==> src/rtl/keyed_record_table_compacting_core_assert.svh <==
// Assertion macros used by the record table top level.
`ifndef KEYED_RECORD_TABLE_COMPACTING_CORE_ASSERT_SVH
`define KEYED_RECORD_TABLE_COMPACTING_CORE_ASSERT_SVH

// Same-cycle implication, disabled during reset.
`define KCT_ASSERT_NOW(label, clk, rst_n, ante, cons) \
  label: assert property (@(posedge clk) disable iff (!rst_n) (ante) |-> (cons)) \
    else $error("record table assertion failed");

// Next-cycle implication, disabled during reset.
`define KCT_ASSERT_NEXT(label, clk, rst_n, ante, cons) \
  label: assert property (@(posedge clk) disable iff (!rst_n) (ante) |=> (cons)) \
    else $error("record table assertion failed");

`endif

==> src/rtl/kct_pkg.sv <==
// Types and constants of the keyed record table.
package kct_pkg;

  localparam int KCT_DEPTH = 128;

  typedef enum logic [1:0] {
    KIND_INSERT,
    KIND_LOOKUP,
    KIND_UPDATE,
    KIND_DELETE
  } kind_t;

  typedef enum logic [2:0] {
    ST_OK,
    ST_FULL,
    ST_DUP,
    ST_MISSING,
    ST_EMPTY
  } status_t;

  typedef enum logic [1:0] {
    S_IDLE,
    S_SEARCH,
    S_SHIFT,
    S_RESP
  } state_t;

  // One stored record
  typedef struct packed {
    logic signed [31:0] key;
    logic [23:0]        duration;
    logic [31:0]        record_ref;
  } rec_t;

  // One request as taken from the input channel
  typedef struct packed {
    kind_t              kind;
    logic signed [31:0] key;
    logic [23:0]        duration;
    logic [31:0]        record_ref;
  } item_t;

  // One result as handed to the output register
  typedef struct packed {
    status_t            status;
    logic [6:0]         found_index;
    logic signed [31:0] found_key;
    logic [23:0]        found_duration;
    logic [31:0]        found_ref;
    logic [7:0]         entry_count;
  } res_t;

endpackage

==> src/rtl/kct_ctrl.sv <==
// Sequencer: linear search, insert, update and compacting delete over the memory.
module kct_ctrl
  import kct_pkg::*;
#(
  parameter int DEPTH = KCT_DEPTH,
  parameter int IW    = (DEPTH > 1) ? $clog2(DEPTH) : 1,
  parameter int CW    = $clog2(DEPTH + 1)
) (
  input  logic          clk,
  input  logic          rst_n,
  input  logic          in_valid,
  output logic          in_ready,
  input  item_t         in_item,
  output logic          res_valid,
  input  logic          res_ready,
  output res_t          res,
  output logic          mem_we,
  output logic [IW-1:0] mem_waddr,
  output rec_t          mem_wdata,
  output logic          mem_re,
  output logic [IW-1:0] mem_raddr,
  input  rec_t          mem_rdata
);

  state_t        state_r, state_nxt;
  logic [CW-1:0] count_r, count_nxt;
  logic [CW-1:0] iss_r, iss_nxt;
  logic          dval_r, dval_nxt;
  logic [IW-1:0] didx_r, didx_nxt;
  item_t         item_r, item_nxt;
  logic [IW-1:0] pos_r, pos_nxt;
  rec_t          rec_r, rec_nxt;
  status_t       status_r, status_nxt;
  logic          hit_r, hit_nxt;

  logic issuing;
  logic match;
  rec_t new_rec;

  assign issuing   = (iss_r < count_r);
  assign match     = dval_r && (mem_rdata.key == item_r.key);
  assign new_rec   = '{key: item_r.key, duration: item_r.duration,
                       record_ref: item_r.record_ref};
  assign mem_raddr = iss_r[IW-1:0];
  assign in_ready  = (state_r == S_IDLE);

  // Control registers
  always_ff @(posedge clk) begin
    if (!rst_n) begin
      state_r <= S_IDLE;
      count_r <= '0;
      dval_r  <= 1'b0;
    end else begin
      state_r <= state_nxt;
      count_r <= count_nxt;
      dval_r  <= dval_nxt;
    end
  end

  // Working registers of the current request
  always_ff @(posedge clk) begin
    iss_r    <= iss_nxt;
    didx_r   <= didx_nxt;
    item_r   <= item_nxt;
    pos_r    <= pos_nxt;
    rec_r    <= rec_nxt;
    status_r <= status_nxt;
    hit_r    <= hit_nxt;
  end

  // Next state, memory accesses and result
  always_comb begin
    state_nxt  = state_r;
    count_nxt  = count_r;
    iss_nxt    = iss_r;
    dval_nxt   = 1'b0;
    didx_nxt   = didx_r;
    item_nxt   = item_r;
    pos_nxt    = pos_r;
    rec_nxt    = rec_r;
    status_nxt = status_r;
    hit_nxt    = hit_r;
    mem_we     = 1'b0;
    mem_waddr  = didx_r;
    mem_wdata  = new_rec;
    mem_re     = 1'b0;
    res_valid  = 1'b0;

    case (state_r)
      S_IDLE: begin
        if (in_valid) begin
          item_nxt = in_item;
          iss_nxt  = '0;
          hit_nxt  = 1'b0;
          // Full is checked before any search
          if (in_item.kind == KIND_INSERT && count_r == CW'(DEPTH)) begin
            status_nxt = ST_FULL;
            state_nxt  = S_RESP;
          end else if (in_item.kind != KIND_INSERT && count_r == '0) begin
            status_nxt = ST_EMPTY;
            state_nxt  = S_RESP;
          end else begin
            state_nxt = S_SEARCH;
          end
        end
      end

      S_SEARCH: begin
        if (match) begin
          pos_nxt    = didx_r;
          hit_nxt    = 1'b1;
          status_nxt = ST_OK;
          rec_nxt    = mem_rdata;
          case (item_r.kind)
            KIND_INSERT: begin
              status_nxt = ST_DUP;
              state_nxt  = S_RESP;
            end
            KIND_LOOKUP: begin
              state_nxt = S_RESP;
            end
            KIND_UPDATE: begin
              // Rewrite in place; the key is the one just matched
              mem_we    = 1'b1;
              mem_waddr = didx_r;
              mem_wdata = new_rec;
              rec_nxt   = new_rec;
              state_nxt = S_RESP;
            end
            KIND_DELETE: begin
              // Start compaction at the entry after the removed one
              iss_nxt   = CW'(didx_r) + CW'(1);
              state_nxt = S_SHIFT;
            end
            default: begin
              state_nxt = S_RESP;
            end
          endcase
        end else if (!dval_r && !issuing) begin
          // Every entry compared without a hit
          if (item_r.kind == KIND_INSERT) begin
            mem_we     = 1'b1;
            mem_waddr  = count_r[IW-1:0];
            mem_wdata  = new_rec;
            rec_nxt    = new_rec;
            pos_nxt    = count_r[IW-1:0];
            hit_nxt    = 1'b1;
            status_nxt = ST_OK;
            count_nxt  = count_r + CW'(1);
          end else begin
            status_nxt = ST_MISSING;
          end
          state_nxt = S_RESP;
        end else if (issuing) begin
          // Read the next entry while the previous one is compared
          mem_re   = 1'b1;
          iss_nxt  = iss_r + CW'(1);
          dval_nxt = 1'b1;
          didx_nxt = iss_r[IW-1:0];
        end
      end

      S_SHIFT: begin
        // Move each later entry down one place; reads run ahead of writes
        if (dval_r) begin
          mem_we    = 1'b1;
          mem_waddr = IW'(didx_r - 1'b1);
          mem_wdata = mem_rdata;
        end
        if (issuing) begin
          mem_re   = 1'b1;
          iss_nxt  = iss_r + CW'(1);
          dval_nxt = 1'b1;
          didx_nxt = iss_r[IW-1:0];
        end else if (!dval_r) begin
          count_nxt = count_r - CW'(1);
          state_nxt = S_RESP;
        end
      end

      S_RESP: begin
        res_valid = 1'b1;
        if (res_ready) begin
          state_nxt = S_IDLE;
        end
      end

      default: begin
        state_nxt = S_IDLE;
      end
    endcase
  end

  // Result fields; records not found read as zero
  always_comb begin
    res.status         = status_r;
    res.found_index    = hit_r ? 7'(pos_r) : '0;
    res.found_key      = hit_r ? rec_r.key : '0;
    res.found_duration = hit_r ? rec_r.duration : '0;
    res.found_ref      = hit_r ? rec_r.record_ref : '0;
    res.entry_count    = 8'(count_r);
  end

endmodule

==> config.mk <==
export PLATFORM = sky130hd
export DESIGN_NAME = kct_ctrl
export DESIGN_NICKNAME = d
export VERILOG_FILES = /design/src/rtl/keyed_record_table_compacting_core_assert.svh /design/src/rtl/kct_pkg.sv /design/src/rtl/kct_ctrl.sv
export SDC_FILE = /design/constraint.sdc
export NUM_CORES = 1
export LEC_CHECK = 0
export ABC_AREA = 1
export BUFFER_PORTS_ARGS = -buffer_cell sky130_fd_sc_hd__buf_2
export CAP_MARGIN = 20
export CORE_ASPECT_RATIO = 1.4
export CORE_MARGIN = 4
export CORE_UTILIZATION = 56
export CTS_CLUSTER_DIAMETER = 30
export DETAILED_ROUTE_END_ITERATION = 10
export GPL_TIMING_DRIVEN = 0
export PLACE_DENSITY = 0.88
export SETUP_SLACK_MARGIN = 0.15
export SLEW_MARGIN = 15
export SYNTH_ARGS = -nofsm -noshare
export SYNTH_HDL_FRONTEND = slang
export SYNTH_SLANG_ARGS = --single-unit
==> constraint.sdc <==
create_clock -name clk -period 19.6 [get_ports clk]
set_input_delay 2.94 -clock clk [delete_from_list [all_inputs] [get_ports clk]]
set_output_delay 2.94 -clock clk [all_outputs]
set_load 0.02 [all_outputs]
==> run_results.csv <==
group,metric,value,unit
worst_setup_path,r2r_slack,16.30,ns
route,drt_pass1_iterations,6,
worst_setup_path,r2r-end,"rec_r[52]",
clock_tree,ctsHoldBuffers,0,
clock_tree,htree_levels,2,
pwr,switchingPower,0.947,mW
timing,hold_violations,0,
synthesis,ys_seq_elements,215,
worst_setup_path,reg2regPathDepth,15,
run_status,status,"finished, final reports clean",
route,vias,11500,
grt,grt_pass1_vias,11700,
flow_run,maxCapViolations,0,
clock_tree,cts_resized,0,
floorplan,fp.dieH,181,um
finish,seq_area,6350,um^2
route,wl_per_cell,18.3,um
grt,gr-total-overflow,0,
grt,grt_usage,32.2,%
synthesis,netlist_area,12000,um^2
grt,grt_pass1_wl,61200,um
worst_setup_path,r2r_start,"count_r[1]",
timing,fin_crit_sh,40.1,%
clock_tree,root_buffer,"clkbuf_16",
timing,drv_slew,0,
synthesis,yosysSeqAreaShare,52.7,%
clock_tree,cts_buffers,38,
timing,finalWorstPathRequiredPeriod,7.85,ns
worst_setup_path,crit_arrival,4.91,ns
timing,layout_setup_ws,11.75,ns
timing,timing.fmax,127,MHz
pwr,vdd.ir_drop.worst,149,uV
finish,multi_input_area,4260,um^2
timing,rsz0062_at_grt,"false",
finish,fin_nets,2057,
clock_tree,cts.sinks,215,
finish,layout_commonest_cell,"buf_2",
floorplan,start_util,56.8,%
timing,skew,0.0295,ns
hold_path,hold_path_class,"flip-flop to flip-flop",
worst_setup_path,start_kind,"primary input",
synthesis,synth_edf_count,204,
finish,drive_gt1_share,31.8,%
synthesis,yosysWarnings,0,
worst_setup_path,crit_path_end,"mem_re",
worst_setup_path,critPathLaunch,"mem_rdata[78]",
placement,io_buffers,393,
floorplan,die-area,23900,um^2
pwr,intPower,1.32,mW
finish,area_growth_syn_to_layout,31.6,%
synthesis,synth_cell_types,36,
finish,final_util,74.7,%
route,ant_nets,0,
placement,place_congestion,0.937,
finish,fin_area,15800,um^2
clock_tree,clk_pin_slew,0.05,ns
pwr,p_seq_share,30.4,%
pwr,p_per_area,143,nW/um^2
floorplan,coreArea,21200,um^2
clock_tree,tritoncts,"done",
synthesis,postSynth.asyncResetShare,0,%
route,via_per_inst,5.34,
pwr,power_leakage,7.97,nW
timing,worstMarginPinSlew,0.709,ns
floorplan,dieWidth,132,um
worst_setup_path,cp-end-kind,"output pin",
route,drc,0,
grt,grt_max_degree,58,
synthesis,postSynthCellCount,1414,
hold_path,hold_path_startpoint,"state_r[1]",
synthesis,syn_nets,1618,
worst_setup_path,worstPathRequired,16.66,ns
timing,finalSetupViolCount,0,
route,drt_iter0_drc,839,
clock_tree,cts_setup_buffers,0,
placement,postPlaceCellArea,14500,um^2
floorplan,io_pins,394,
clock_tree,cts_buffer_depth,3,
placement,dp_slack,11.83,ns
finish,n_fill_cell,1444,
timing,fin_tns_setup,0,ns
synthesis,syn_area_per_cell,8.51,um^2
synthesis,synthFlopType,"edfxtp_1",
pwr,p_comb_share,40.6,%
placement,dp_hpwl,29800,um
timing,relSlewSlack,52.7,%
pwr,swShare,41.7,%
worst_setup_path,critical_path_class,"primary input to output pin",
grt,antenna_found_initial,15,
route,routed_wl,39400,um
pwr,clkPwrFrac,29.0,%
worst_setup_path,path_max_fanout,10,
clock_tree,clock_latency,0.52,ns
floorplan,num_rows,63,
finish,final_cell_mix,"396 x buf_2, 294 x nand2_1, 242 x inv_1",
## cells by family (layout without fill, tap and decap cells)
| family | count (synthesis) | count (layout) | share of synthesized area [%] |
|---|---|---|---|
| AOI/OAI and AO/OA | 224 | 224 | 11.3 |
| xor gates and xnor gates | 22 | 22 | 1.60 |
| adders and majority gates | 22 | 22 | 2.35 |
| buffers and inverters | 359 | 828 | 12.0 |
| DFF | 215 | 215 | 52.7 |
| muxes | 7 | 7 | 0.644 |
| other | 0 | 9 | 0 |
| and+or+nand+nor | 565 | 565 | 19.4 |
## worst min-delay path by stage
| stage | end | depth (start not counted) |
|---|---|---|
| 2_1_floorplan | state_r[1] | 2 |
| 5_1_grt | state_r[1] | 2 |
| 6_report | state_r[1] | 2 |
| 4_1_cts | state_r[1] | 2 |
| 3_5_place_dp | state_r[1] | 2 |
| 3_3_place_gp | state_r[1] | 2 |
## critical path: stages
cell and delay [ns]:
buf_2 0.11, xnor2_1 0.37, nand2_1 0.12, nor2_2 0.12, inv_2 0.04, nor2_1 0.13
nand3_1 0.16, buf_2 0.24, nand2_1 0.10, nand2_1 0.15, nand2_1 0.17, nor2_1 0.07
buf_2 0.16
## registers in the layout (all words and copies together), names as in the netlist
name	flops
state_r	2
dval_r	1
hit_r	1
iss_r	8
count_r	8
didx_r	7
rec_r	88
pos_r	7
item_r	90
status_r	3
## layer usage
layer | GRT usage [%] | wire [um]
met5 | 0 | 96
met4 | 18.4 | 2410
met3 | 7.84 | 3410
met2 | 58.7 | 20300
met1 | 33.7 | 13200
## cell usage after synthesis, types with 9 or more instances
library cell | count | share of area, %
nand2_1 | 294 | 9.2
inv_1 | 243 | 7.6
edfxtp_1 | 204 | 51
nor2_1 | 161 | 5.0
a21oi_1 | 99 | 4.1
clkbuf_1 | 68 | 2.1
o21ai_0 | 57 | 2.4
a21oi_2 | 56 | 4.1
nand3_1 | 38 | 1.6
nor2_2 | 26 | 1.4
ha_1 | 21 | 2.2
inv_2 | 20 | 0.62
nand4_1 | 19 | 0.99
nor3_1 | 15 | 0.62
xor2_1 | 14 | 1.0
dfxtp_1 | 11 | 1.8
buf_6 | 9 | 0.84
## through the flow
step	cells	hold slack (ns)	total power, mW
5_1_grt	2151	0.563	2.39
3_3_place_gp	2067	0.508	1.57
2_1_floorplan	1414	0.487	1.28
4_1_cts	2143	0.536	2.27
6_report	2152	0.556	2.27
3_5_place_dp	2073	0.520	1.60
## final cells by class
| cell class | count | share of cell area (%) |
|---|---|---|
| clock inverters | 27 | 1.73 |
| plain buffers | 91 | 2.77 |
| multi-input cells | 840 | 26.9 |
| well taps | 260 | 2.05 |
| repair buffers | 399 | 13.5 |
| clock buffers | 43 | 6.53 |
| flip-flops and latches | 215 | 40.1 |
| diodes | 9 | 0.142 |
| inverters | 268 | 6.37 |
## power groups by stage
stage	registers, mW	logic, mW	clock network, mW
2_1_floorplan	0.696	0.582	0
3_3_place_gp	0.708	0.866	0
3_5_place_dp	0.695	0.905	0
4_1_cts	0.687	0.917	0.663
5_1_grt	0.698	1.01	0.687
6_report	0.690	0.923	0.659
Note: power is estimated with default switching activity, not from simulation.
